[config.mk]
export PLATFORM = sky130hd
export DESIGN_NAME = motion_onset_stddev_detector
export DESIGN_NICKNAME = d
export VERILOG_FILES = /design/src/mosd_pkg.sv /design/src/motion_onset_stddev_detector.sv /design/src/mosd_window.sv /design/src/mosd_arith.sv
export SDC_FILE = /design/constraint.sdc
export NUM_CORES = 2
export LEC_CHECK = 0
export BUFFER_PORTS_ARGS = -buffer_cell sky130_fd_sc_hd__buf_2
export CAP_MARGIN = 20
export CORE_ASPECT_RATIO = 1.25
export CORE_MARGIN = 1.5
export CORE_UTILIZATION = 55
export CTS_CLUSTER_DIAMETER = 60
export CTS_CLUSTER_SIZE = 20
export DETAILED_ROUTE_END_ITERATION = 8
export PLACE_DENSITY = 0.71
export SLEW_MARGIN = 20
export SYNTH_ARGS = -nofsm -noshare
export SYNTH_HDL_FRONTEND = slang
export SYNTH_SLANG_ARGS = --single-unit
[constraint.sdc]
create_clock -name clk_i -period 12.3 [get_ports clk_i]
set_input_delay 2.46 -clock clk_i [delete_from_list [all_inputs] [get_ports clk_i]]
set_output_delay 2.46 -clock clk_i [all_outputs]
set_load 0.005 [all_outputs]
[src/mosd_pkg.sv]
// Shared types and constants of the motion onset standard-deviation detector.
package mosd_pkg;

  // Window geometry and arithmetic widths.
  localparam int WINDOW_DEPTH = 5;
  localparam int SAMPLE_W     = 24;
  localparam int IDX_W        = $clog2(WINDOW_DEPTH);
  localparam int FILL_W       = $clog2(WINDOW_DEPTH + 1);
  localparam int SUM_W        = SAMPLE_W + $clog2(WINDOW_DEPTH);
  localparam int PROD_W       = 2 * SUM_W;
  localparam int SUMSQ_W      = 2 * SAMPLE_W - 1 + $clog2(WINDOW_DEPTH);

  // Configuration registers.
  localparam int CFG_IDX_W = 1;
  localparam int CFG_W     = 16;
  localparam logic [CFG_W-1:0] THRESHOLD_RESET = 16'd50;
  localparam logic [CFG_W-1:0] HOLD_RESET      = 16'd10000;

  typedef enum logic [CFG_IDX_W-1:0] {
    REG_THRESHOLD = 1'b0,
    REG_HOLD      = 1'b1
  } reg_e;

  typedef enum logic [1:0] {
    OP_SAMPLE = 2'd0,
    OP_MOVING = 2'd1,
    OP_TICK   = 2'd2
  } op_e;

  // Step requested from the shared arithmetic unit.
  typedef enum logic [2:0] {
    AOP_NONE,
    AOP_CLEAR,
    AOP_SQ,
    AOP_ACC,
    AOP_SUM2,
    AOP_TSQ
  } aop_e;

  typedef enum logic [2:0] {
    S_IDLE,
    S_SQ,
    S_ACC,
    S_SUM2,
    S_TSQ,
    S_CMP,
    S_OUT
  } state_e;

endpackage

[src/motion_onset_stddev_detector.sv]
// Top level of the motion onset detector: sequencer, hold timer, configuration and output register.
// A transaction that skips the window test goes from idle through S_OUT into the output register,
// and the sequencer then returns to idle to take the next one. A sample that tests the window
// steps through S_SQ and S_ACC for each window entry, then S_SUM2, S_TSQ and S_CMP, before S_OUT;
// one squaring multiplier visits the window entries one after another. An output stall holds the
// sequencer in S_OUT. Reset clears the fill count, the hold and the output valid and loads the
// default threshold and hold length; window contents stay unknown.
module motion_onset_stddev_detector (
  input  logic                                  clk_i,
  input  logic                                  rst_ni,
  input  logic                                  in_valid_i,
  output logic                                  in_stall_o,
  input  logic        [1:0]                     operation_i,
  input  logic signed [mosd_pkg::SAMPLE_W-1:0]  altitude_mm_i,
  input  logic                                  altitude_valid_i,
  output logic                                  out_valid_o,
  input  logic                                  out_stall_i,
  output logic                                  onset_o,
  output logic                                  hold_active_o,
  output logic                                  stream_off_o,
  input  logic                                  cfg_valid_i,
  output logic                                  cfg_ready_o,
  input  logic        [mosd_pkg::CFG_IDX_W-1:0] cfg_index_i,
  input  logic        [mosd_pkg::CFG_W-1:0]     cfg_data_i
);
  import mosd_pkg::*;

  state_e                     state_q, state_d;
  logic [IDX_W-1:0]           idx_q, idx_d;
  logic                       hold_run_q, hold_run_d;
  logic [CFG_W-1:0]           hold_rem_q, hold_rem_d;
  logic [CFG_W-1:0]           rem_dec;
  logic [CFG_W-1:0]           thresh_q, thresh_d;
  logic [CFG_W-1:0]           hold_ticks_q, hold_ticks_d;
  logic                       res_onset_q, res_onset_d;
  logic                       res_soff_q, res_soff_d;
  logic                       out_valid_q, out_valid_d;
  logic                       out_onset_q, out_onset_d;
  logic                       out_hold_q, out_hold_d;
  logic                       out_soff_q, out_soff_d;

  logic                       accept;
  logic                       is_sample;
  logic                       start_test;
  logic                       out_free;
  logic                       last_elem;
  logic                       full_next;
  logic                       moving;
  logic signed [SAMPLE_W-1:0] elem;
  aop_e                       aop;

  // The input is open only while the sequencer is idle.
  assign in_stall_o  = (state_q != S_IDLE);
  assign accept      = in_valid_i && !in_stall_o;
  assign is_sample   = (op_e'(operation_i) == OP_SAMPLE) && altitude_valid_i;
  // A valid sample is tested only if it fills or refreshes a full window and no hold runs.
  assign start_test  = is_sample && !hold_run_q && full_next;
  assign out_free    = !out_valid_q || !out_stall_i;
  assign last_elem   = (idx_q == IDX_W'(WINDOW_DEPTH - 1));
  assign cfg_ready_o = 1'b1;

  mosd_window u_window (
    .clk_i       (clk_i),
    .rst_ni      (rst_ni),
    .push_i      (accept && is_sample),
    .sample_i    (altitude_mm_i),
    .rd_idx_i    (idx_q),
    .elem_o      (elem),
    .full_next_o (full_next)
  );

  mosd_arith u_arith (
    .clk_i       (clk_i),
    .aop_i       (aop),
    .elem_i      (elem),
    .threshold_i (thresh_q),
    .moving_o    (moving)
  );

  // Next state of the sequencer.
  always_comb begin
    state_d = state_q;
    unique case (state_q)
      S_IDLE: begin
        if (accept) begin
          state_d = start_test ? S_SQ : S_OUT;
        end
      end
      S_SQ:   state_d = S_ACC;
      S_ACC:  state_d = last_elem ? S_SUM2 : S_SQ;
      S_SUM2: state_d = S_TSQ;
      S_TSQ:  state_d = S_CMP;
      S_CMP:  state_d = S_OUT;
      S_OUT: begin
        if (out_free) begin
          state_d = S_IDLE;
        end
      end
      default: state_d = S_IDLE;
    endcase
  end

  // Step issued to the arithmetic unit in each state.
  always_comb begin
    unique case (state_q)
      S_IDLE:  aop = (accept && start_test) ? AOP_CLEAR : AOP_NONE;
      S_SQ:    aop = AOP_SQ;
      S_ACC:   aop = AOP_ACC;
      S_SUM2:  aop = AOP_SUM2;
      S_TSQ:   aop = AOP_TSQ;
      default: aop = AOP_NONE;
    endcase
  end

  assign rem_dec = (hold_rem_q == '0) ? '0 : (hold_rem_q - 1'b1);

  // Hold timer, element index and the pending result.
  always_comb begin
    idx_d       = idx_q;
    hold_run_d  = hold_run_q;
    hold_rem_d  = hold_rem_q;
    res_onset_d = res_onset_q;
    res_soff_d  = res_soff_q;
    if (accept) begin
      idx_d       = '0;
      res_onset_d = 1'b0;
      res_soff_d  = 1'b0;
      unique case (op_e'(operation_i))
        OP_SAMPLE: begin
        end
        OP_MOVING: begin
          hold_run_d = 1'b1;
          hold_rem_d = hold_ticks_q;
        end
        OP_TICK: begin
          if (hold_run_q) begin
            hold_rem_d = rem_dec;
            if (rem_dec == '0) begin
              hold_run_d = 1'b0;
              res_soff_d = 1'b1;
            end
          end
        end
        default: begin
        end
      endcase
    end
    if ((state_q == S_ACC) && !last_elem) begin
      idx_d = idx_q + 1'b1;
    end
    if ((state_q == S_CMP) && moving) begin
      hold_run_d  = 1'b1;
      hold_rem_d  = hold_ticks_q;
      res_onset_d = 1'b1;
    end
  end

  // Configuration writes must arrive only while the block is idle; the block itself does not enforce this.
  always_comb begin
    thresh_d     = thresh_q;
    hold_ticks_d = hold_ticks_q;
    if (cfg_valid_i && cfg_ready_o) begin
      unique case (reg_e'(cfg_index_i))
        REG_THRESHOLD: thresh_d     = cfg_data_i;
        REG_HOLD:      hold_ticks_d = cfg_data_i;
      endcase
    end
  end

  // The output register takes the result once it is free; the sequencer then returns to idle
  // and the next transaction can be accepted on the following cycle.
  always_comb begin
    out_valid_d = out_valid_q && out_stall_i;
    out_onset_d = out_onset_q;
    out_hold_d  = out_hold_q;
    out_soff_d  = out_soff_q;
    if ((state_q == S_OUT) && out_free) begin
      out_valid_d = 1'b1;
      out_onset_d = res_onset_q;
      out_hold_d  = hold_run_q;
      out_soff_d  = res_soff_q;
    end
  end

  always_ff @(posedge clk_i or negedge rst_ni) begin
    if (!rst_ni) begin
      state_q      <= S_IDLE;
      hold_run_q   <= 1'b0;
      hold_rem_q   <= '0;
      thresh_q     <= THRESHOLD_RESET;
      hold_ticks_q <= HOLD_RESET;
      out_valid_q  <= 1'b0;
    end else begin
      state_q      <= state_d;
      hold_run_q   <= hold_run_d;
      hold_rem_q   <= hold_rem_d;
      thresh_q     <= thresh_d;
      hold_ticks_q <= hold_ticks_d;
      out_valid_q  <= out_valid_d;
    end
  end

  always_ff @(posedge clk_i) begin
    idx_q       <= idx_d;
    res_onset_q <= res_onset_d;
    res_soff_q  <= res_soff_d;
    out_onset_q <= out_onset_d;
    out_hold_q  <= out_hold_d;
    out_soff_q  <= out_soff_d;
  end

  assign out_valid_o   = out_valid_q;
  assign onset_o       = out_onset_q;
  assign hold_active_o = out_hold_q;
  assign stream_off_o  = out_soff_q;

endmodule

[src/mosd_window.sv]
// Sliding window of altitude samples with its fill counter.
module mosd_window (
  input  logic                                  clk_i,
  input  logic                                  rst_ni,
  input  logic                                  push_i,
  input  logic signed [mosd_pkg::SAMPLE_W-1:0]  sample_i,
  input  logic        [mosd_pkg::IDX_W-1:0]     rd_idx_i,
  output logic signed [mosd_pkg::SAMPLE_W-1:0]  elem_o,
  output logic                                  full_next_o
);
  import mosd_pkg::*;

  logic signed [SAMPLE_W-1:0] win_q [WINDOW_DEPTH];
  logic        [FILL_W-1:0]   fill_q, fill_d;

  // New samples enter at the top; once full, the window holds the newest samples.
  always_ff @(posedge clk_i) begin
    if (push_i) begin
      for (int i = 0; i < WINDOW_DEPTH - 1; i++) begin
        win_q[i] <= win_q[i+1];
      end
      win_q[WINDOW_DEPTH-1] <= sample_i;
    end
  end

  always_comb begin
    fill_d = fill_q;
    if (push_i && (fill_q != FILL_W'(WINDOW_DEPTH))) begin
      fill_d = fill_q + 1'b1;
    end
  end

  always_ff @(posedge clk_i or negedge rst_ni) begin
    if (!rst_ni) begin
      fill_q <= '0;
    end else begin
      fill_q <= fill_d;
    end
  end

  assign elem_o      = win_q[rd_idx_i];
  assign full_next_o = (fill_q >= FILL_W'(WINDOW_DEPTH - 1));

endmodule

[src/mosd_arith.sv]
// Shared squaring unit with the sum, sum-of-squares and deviation compare registers.
module mosd_arith (
  input  logic                                  clk_i,
  input  mosd_pkg::aop_e                        aop_i,
  input  logic signed [mosd_pkg::SAMPLE_W-1:0]  elem_i,
  input  logic        [mosd_pkg::CFG_W-1:0]     threshold_i,
  output logic                                  moving_o
);
  import mosd_pkg::*;

  logic signed [SUM_W-1:0]    sum_q, sum_d;
  logic        [SUMSQ_W-1:0]  sumsq_q, sumsq_d;
  logic        [PROD_W-1:0]   prod_q, prod_d;
  logic        [PROD_W-1:0]   lhs_q, lhs_d;
  logic        [SAMPLE_W-1:0] elem_abs;
  logic        [SUM_W-1:0]    sum_abs;
  logic        [SUM_W-1:0]    mul_a;
  logic        [PROD_W-1:0]   mul_p;
  logic        [PROD_W-1:0]   rhs;

  assign elem_abs = elem_i[SAMPLE_W-1] ? (~elem_i + 1'b1) : elem_i;
  assign sum_abs  = sum_q[SUM_W-1] ? (~sum_q + 1'b1) : sum_q;

  // The one multiplier squares whatever operand the current step selects.
  always_comb begin
    case (aop_i)
      AOP_SQ:   mul_a = SUM_W'(elem_abs);
      AOP_SUM2: mul_a = sum_abs;
      AOP_TSQ:  mul_a = SUM_W'(threshold_i);
      default:  mul_a = '0;
    endcase
  end

  assign mul_p = PROD_W'(mul_a) * PROD_W'(mul_a);

  always_comb begin
    sum_d   = sum_q;
    sumsq_d = sumsq_q;
    prod_d  = prod_q;
    lhs_d   = lhs_q;
    case (aop_i)
      AOP_CLEAR: begin
        sum_d   = '0;
        sumsq_d = '0;
      end
      AOP_SQ: begin
        prod_d = mul_p;
        sum_d  = sum_q + SUM_W'(elem_i);
      end
      AOP_ACC: begin
        sumsq_d = sumsq_q + prod_q[SUMSQ_W-1:0];
      end
      AOP_SUM2: begin
        prod_d = mul_p;
        lhs_d  = PROD_W'(sumsq_q) * PROD_W'(WINDOW_DEPTH);
      end
      AOP_TSQ: begin
        prod_d = mul_p;
        lhs_d  = (lhs_q >= prod_q) ? (lhs_q - prod_q) : '0;
      end
      default: begin
      end
    endcase
  end

  always_ff @(posedge clk_i) begin
    sum_q   <= sum_d;
    sumsq_q <= sumsq_d;
    prod_q  <= prod_d;
    lhs_q   <= lhs_d;
  end

  // After the threshold step, prod_q holds the squared threshold.
  assign rhs      = PROD_W'(prod_q[2*CFG_W-1:0]) * PROD_W'(WINDOW_DEPTH * WINDOW_DEPTH);
  assign moving_o = (lhs_q > rhs);

endmodule

## Word-level counts from Yosys, hierarchy flattened

Memory sizes are Yosys's and may differ from the RTL's. A register that Yosys moved wholly into a read port is not among the register bits.
Index checks and enable logic that the tools add are counted.

- Bitwise logic cells: 3
- Eq/ne operators: 18
- $lt $le $gt $ge: 3
- Reductions and logical operators: 35
- Mux-type cells: 31
- $add $sub $neg: 8
- Multipliers: 3

Operator list:

| cell | number |
|---|---|
| $pmux 54 s2 | 1 |
| $pmux 50 s2 | 1 |
| $pmux 27 s3 | 1 |
| $mux 16 | 4 |
| $ge 54x54->1 | 1 |
| $gt 54x37->1 | 1 |
| $mul 27x27->54 | 1 |
| $mux 54 | 1 |
| $pmux 27 s2 | 1 |
| $sub 54x54->54 | 1 |
| $mul 50x3->53 const B | 1 |
| $add 50x50->50 | 1 |
| $mul 32x5->37 const B | 1 |
| $logic_not 16->1 | 2 |
| $pmux 16 s2 | 1 |
| $add 27x1->27 const B | 1 |
| $add 27x24->27 | 1 |
| $mux 27 | 1 |
| $not 27->27 | 1 |
| $add 24x1->24 const B | 1 |
| $mux 24 | 1 |
| $not 24->24 | 1 |
| $pmux 3 s7 | 1 |
| $eq 3x3->1 const B | 6 |
| other kinds (25) | 68 |

- Output and inout bits: 6
- Logic and storage cells: 119
- Flip-flop bits (word level): 249
- RAM bits: 120
- Memories: 1

Memory list:

| name | depth | bits a word | read ports | clocked after memory_dff | wr ports | RTL line | RTL |
|---|---|---|---|---|---|---|---|
| u_window.win_q | 5 | 24 | 5 | 1 | 5 | mosd_window.sv:13 | `logic signed [SAMPLE_W-1:0] win_q [WINDOW_DEPTH];` |

## Logic depth before layout (Yosys ltp)

- Depth after elaboration: 10
- Mapped depth: 41
- Mapped depth without buffers: 37

## Hierarchy

From an unflattened synthesis, not the netlist that was laid out.

- Cell total of the unflattened synthesis: 5,395
- Area total of the unflattened synthesis: 50,500.9 µm²

Modules (own cells, without submodules):

| module | instances | cells each | area each (µm²) | sequential area each (µm²) |
|---|---|---|---|---|
| mosd_arith | 1 | 4,833 | 42,416.9 | 5,525.3 |
| mosd_window | 1 | 274 | 5,018.6 | 3,678.5 |
| motion_onset_stddev_detector | 1 | 288 | 3,065.4 | 1,566.5 |

## Least setup slack after synthesis

OpenSTA, ideal clock, no wires.

- Kind: register to register
- Start point: reg with a tool-made name
- End point: reg u_arith.prod_q[50], data pin
- Clock period less this slack: 10.768 ns
- Buffers on the path: 2
- Path slack: 1.532 ns
- Stages on the path, launching flop included: 37
- Arrival: 10.505 ns
- Setup time: 0.263 ns
- Path through: dfxtp_1 -> buf_6 -> mux4_2 -> mux2_2 -> or2_1 -> or4_4 -> nor4_1 -> nor2_1 -> xnor2_1 -> a221oi_1 -> inv_1 -> buf_2 -> nand2_1 -> inv_1 -> fa_1 -> fa_1 -> inv_1 -> fa_1 -> fa_1 -> fa_1 -> inv_1 -> fa_1 -> inv_1 -> fa_1 -> inv_1 -> ha_1 -> a21o_1 -> a311o_1 -> a221o_1 -> a211oi_1 -> a2111o_1 -> o221ai_1 -> o41a_1 -> a211o_1 -> a221o_1 -> a21oi_1 -> xnor2_1

RTL lines:

| what | RTL line | RTL |
|---|---|---|
| end signal, assigned | mosd_arith.sv:69 | `prod_q <= prod_d;` |
| end, declared | mosd_arith.sv:13 | `logic [PROD_W-1:0] prod_q, prod_d;` |

==> flow_summary.yaml <==
run_status:
  outcome: "complete, no violations"
layout:
  nFillCells: 7669
  post-route-util_pct: 58.8
  final_cell_area_sq_um: 52100
  area_growth_pct: 6.12
  final_nets: 6342
  drive_gt1_share_pct: 6.11
  diodes: 0
setup_path:
  worstSetupPathType: "reg2reg"
  worstPathRequired_ns: 12.61
  cp-end-kind: "register"
  reg2reg_to: "u_arith.prod_q[50]"
  cp.arrival_ns: 11.97
  cp-start-kind: "register"
  max_stage_delay_ns: 0.82
  rr_worst_depth: 36
  cp_top_family: "adder cells"
  ff2ff_setup_slack_ns: 0.65
  crit_path_max_fanout: 20
  path_buf_inv: 8
  cpMaxStageDelayCell: "inv_1"
  cp.depth: 36
routing:
  drtIter0Drc: 2107
  dr.pass1.iters: 6
  ant_nets: 0
  wl_per_cell_um: 20.5
  routed_wl_um: 131000
  via_count: 36837
  drc: 0
  via_per_inst: 5.79
place:
  routabilityCongestion: 0.981
  post_dp_cell_area_sq_um: 50800
  port_buffers: 53
  dp_hpwl_um: 107000
power:
  p_int_w: 0.00239
  switching_share_pct: 32.7
  power.share.clock_pct: 34.0
  irDropWorstVdd_mv: 0.118
  switchingPower_w: 0.00116
  leakagePower_nw: 25.7
  pwr-share-seq_pct: 41.0
  combPwrFrac_pct: 25.0
  power_density_nw_per_um2: 68.3
yosys:
  synth.largest_area_cell: "fa_1"
  synth_xor_area_share_pct: 5.16
  synth_cell_types: 91
  yosys.area_share.simple_pct: 10.7
  synth_top_family_by_area: "adder cells"
  async_reset_ff_share_pct: 15.1
  syn_area_per_cell_sq_um: 9.56
  synth_adder_area_share_pct: 37.9
  synthMuxAreaShare_pct: 2.71
  ys_ff_latch: 371
  synth_ff_type: "edfxtp_1"
  syn_inst: 5133
  ys_seq_area_share_pct: 22.1
  synth_compound_area_share_pct: 12.7
  synth_area_sq_um: 49100
  synth_top_area_share_pct: 23.7
  synth_edf_count: 311
  synth_area_leaders: "fa_1 (24%), edfxtp_1 (19%), ha_1 (14%), inv_1 (7.4%), xnor2_1 (3.1%)"
  ys.warnings.count: 0
clocking:
  cts_buffer_depth: 3
  clk_pin_slew_ns: 0.07
  cts_inserted_buffers: 36
  post_cts_buffers: 0
  cts_sinks: 371
  tritoncts: "built"
  cts-hold-fix-buffers: 0
  clock_latency_ns: 0.61
  cts-root-buf: "clkbuf_16"
  cts_max_level: 2
  cts_resized: 0
sta:
  slew_headroom_pct: 28.7
  setup_tns_ns: 0
  fin_crit_ns: 11.65
  fin_skew_ns: 0.0502
  finalCritPeriodShare_pct: 94.8
  tightestPinTransition_ns: 1.07
  rsz0062_at_grt: "no"
  fmax_ghz: 0.0858
  final_max_slew_viol_count: 0
  setup_violations: 0
  hold_viol: 0
die:
  dieArea_sq_um: 91100
  core-area_sq_um: 88500
  die_h_um: 337
  initial_core_util_pct: 55.4
  num_rows: 122
  die_x_um: 270
  ios: 55
min_path:
  hp-class: "reg2reg"
  hold_path_end: "u_window.win_q[1][20]"
  holdPathStages: 0
  hp-start: "u_window.win_q[2][20]"
global_route:
  antenna_found_initial: 0
  grt_max_degree: 86
  grt_pass1_wl_um: 208000
  grt_pass1_vias: 38753
  grt.total_usage_pct: 29.3
  grt.overflow.total: 0
run:
  drv_cap: 0
==> final cells by class <==
class | instances | area, sq um | area share [%]
tap | 1178 | 1470 | 2.83
multi-input combinational | 3652 | 34100 | 65.4
sequential | 371 | 10800 | 20.8
timing repair buffer | 122 | 783 | 1.50
clock buffer | 40 | 937 | 1.80
clock inverter | 26 | 335 | 0.644
inverter | 973 | 3650 | 7.02
==> how the worst max path moves through the flow <==
| stage | from | to | slack [ns] |
|---|---|---|---|
| 6_report | register | u_arith.prod_q[50] | 0.65 |
| 5_1_grt | register | u_arith.prod_q[50] | 0.14 |
| 4_1_cts | register | u_arith.prod_q[50] | 0.80 |
| 3_5_place_dp | register | u_arith.prod_q[50] | 0.91 |
| 3_3_place_gp | register | u_arith.prod_q[50] | 1.02 |
| 2_1_floorplan | register | u_arith.prod_q[50] | 1.53 |
==> synth_stat cells (11+ instances only) <==
| library cell | instances |
|---|---|
| inv_1 | 962 |
| fa_1 | 581 |
| ha_1 | 556 |
| nor2_1 | 397 |
| nand2_1 | 388 |
| edfxtp_1 | 311 |
| a21oi_1 | 253 |
| xnor2_1 | 174 |
| a21o_1 | 159 |
| o21ai_0 | 158 |
| clkbuf_1 | 125 |
| xor2_1 | 115 |
| nand3_1 | 62 |
| o22ai_1 | 51 |
| nand2b_1 | 50 |
| dfrtp_1 | 48 |
| nor3_1 | 48 |
| mux2_2 | 46 |
| nand4_1 | 41 |
| o21bai_1 | 36 |
| a31oi_1 | 34 |
| and3_1 | 34 |
| nor2b_1 | 34 |
| o21a_1 | 34 |
| a211oi_1 | 28 |
| mux2i_1 | 25 |
| mux4_2 | 25 |
| or3_1 | 24 |
| and2_1 | 22 |
| o31ai_1 | 22 |
| a221o_1 | 15 |
| nor4_1 | 15 |
| buf_2 | 13 |
| o41ai_1 | 13 |
| a2111oi_0 | 12 |
| a211o_1 | 12 |
| a22o_1 | 12 |
| buf_1 | 12 |
| o211ai_1 | 11 |
==> registers in the layout (all words and copies together) (netlist names), 3 cells and up, named ones only <==
register and count:
hold_rem_q 16, hold_ticks_q 16, idx_q 3, state_q 3, thresh_q 16, u_arith.lhs_q 54
u_arith.prod_q 53, u_arith.sum_q 27, u_arith.sumsq_q 50, u_window.fill_q 3, u_window.win_q 120
==> cells in the final DEF, fill, tap and decap left out, drive strengths merged, types with 22 or more instances in the layout <==
cell / synthesis / final
a31oi: 34 / 34
edfxtp: 311 / 311
nor2b: 34 / 34
and2: 23 / 23
and3: 34 / 34
nor3: 48 / 48
o21a: 34 / 34
o21bai: 36 / 36
mux2: 46 / 46
dfrtp: 48 / 48
o22ai: 52 / 52
xor2: 115 / 115
inv: 967 / 983
ha: 556 / 556
nand2b: 50 / 50
clkbuf: 125 / 40
xnor2: 174 / 174
a21oi: 253 / 253
o21ai: 159 / 159
a21o: 159 / 159
nand3: 62 / 62
conb: 2 / 23
mux4: 25 / 25
buf: 33 / 122
nor2: 406 / 406
nand4: 41 / 41
a211oi: 28 / 28
nand2: 388 / 388
o31ai: 22 / 22
or3: 25 / 25
fa: 581 / 581
mux2i: 25 / 25
==> stage by stage <==
step | setup WS [ns] | instances | hold slack (ns) | power (W)
after floorplan | 1.53 | 5154 | 0.400 | 0.00212
after global placement | 1.02 | 6296 | 0.409 | 0.00235
after detailed placement | 0.909 | 6296 | 0.413 | 0.00236
after CTS | 0.803 | 6362 | 0.391 | 0.00357
after global routing | 0.141 | 6362 | 0.398 | 0.00372
final | 0.645 | 6362 | 0.401 | 0.00356
==> cell families after synthesis <==
logic type | Yosys count
AND/OR/NAND/NOR | 1164
adder cells (fa/ha/maj) | 1137
buffers and inverters | 1131
AO/OA/AOI/OAI | 943
flip-flops | 371
XOR/XNOR | 289
multiplexers | 96
other | 2
==> metal layers <==
metal	global-route usage, %	up-vias	wire [um]
li1	-	17122	-
met2	53.2	1213	66500
met3	3.36	416	6790
met5	0	-	0
met4	18.4	0	9480
met1	32.8	18086	48000
==> power groups by stage <==
stage / Sequential [W] / Combinational [W] / Clock, W
6_report: 0.00146 / 0.000889 / 0.00121
5_1_grt: 0.00146 / 0.000990 / 0.00127
4_1_cts: 0.00146 / 0.000883 / 0.00123
3_5_place_dp: 0.00149 / 0.000872 / 0
3_3_place_gp: 0.00148 / 0.000865 / 0
2_1_floorplan: 0.00146 / 0.000666 / 0
Note: power is estimated with default switching activity, not from simulation.
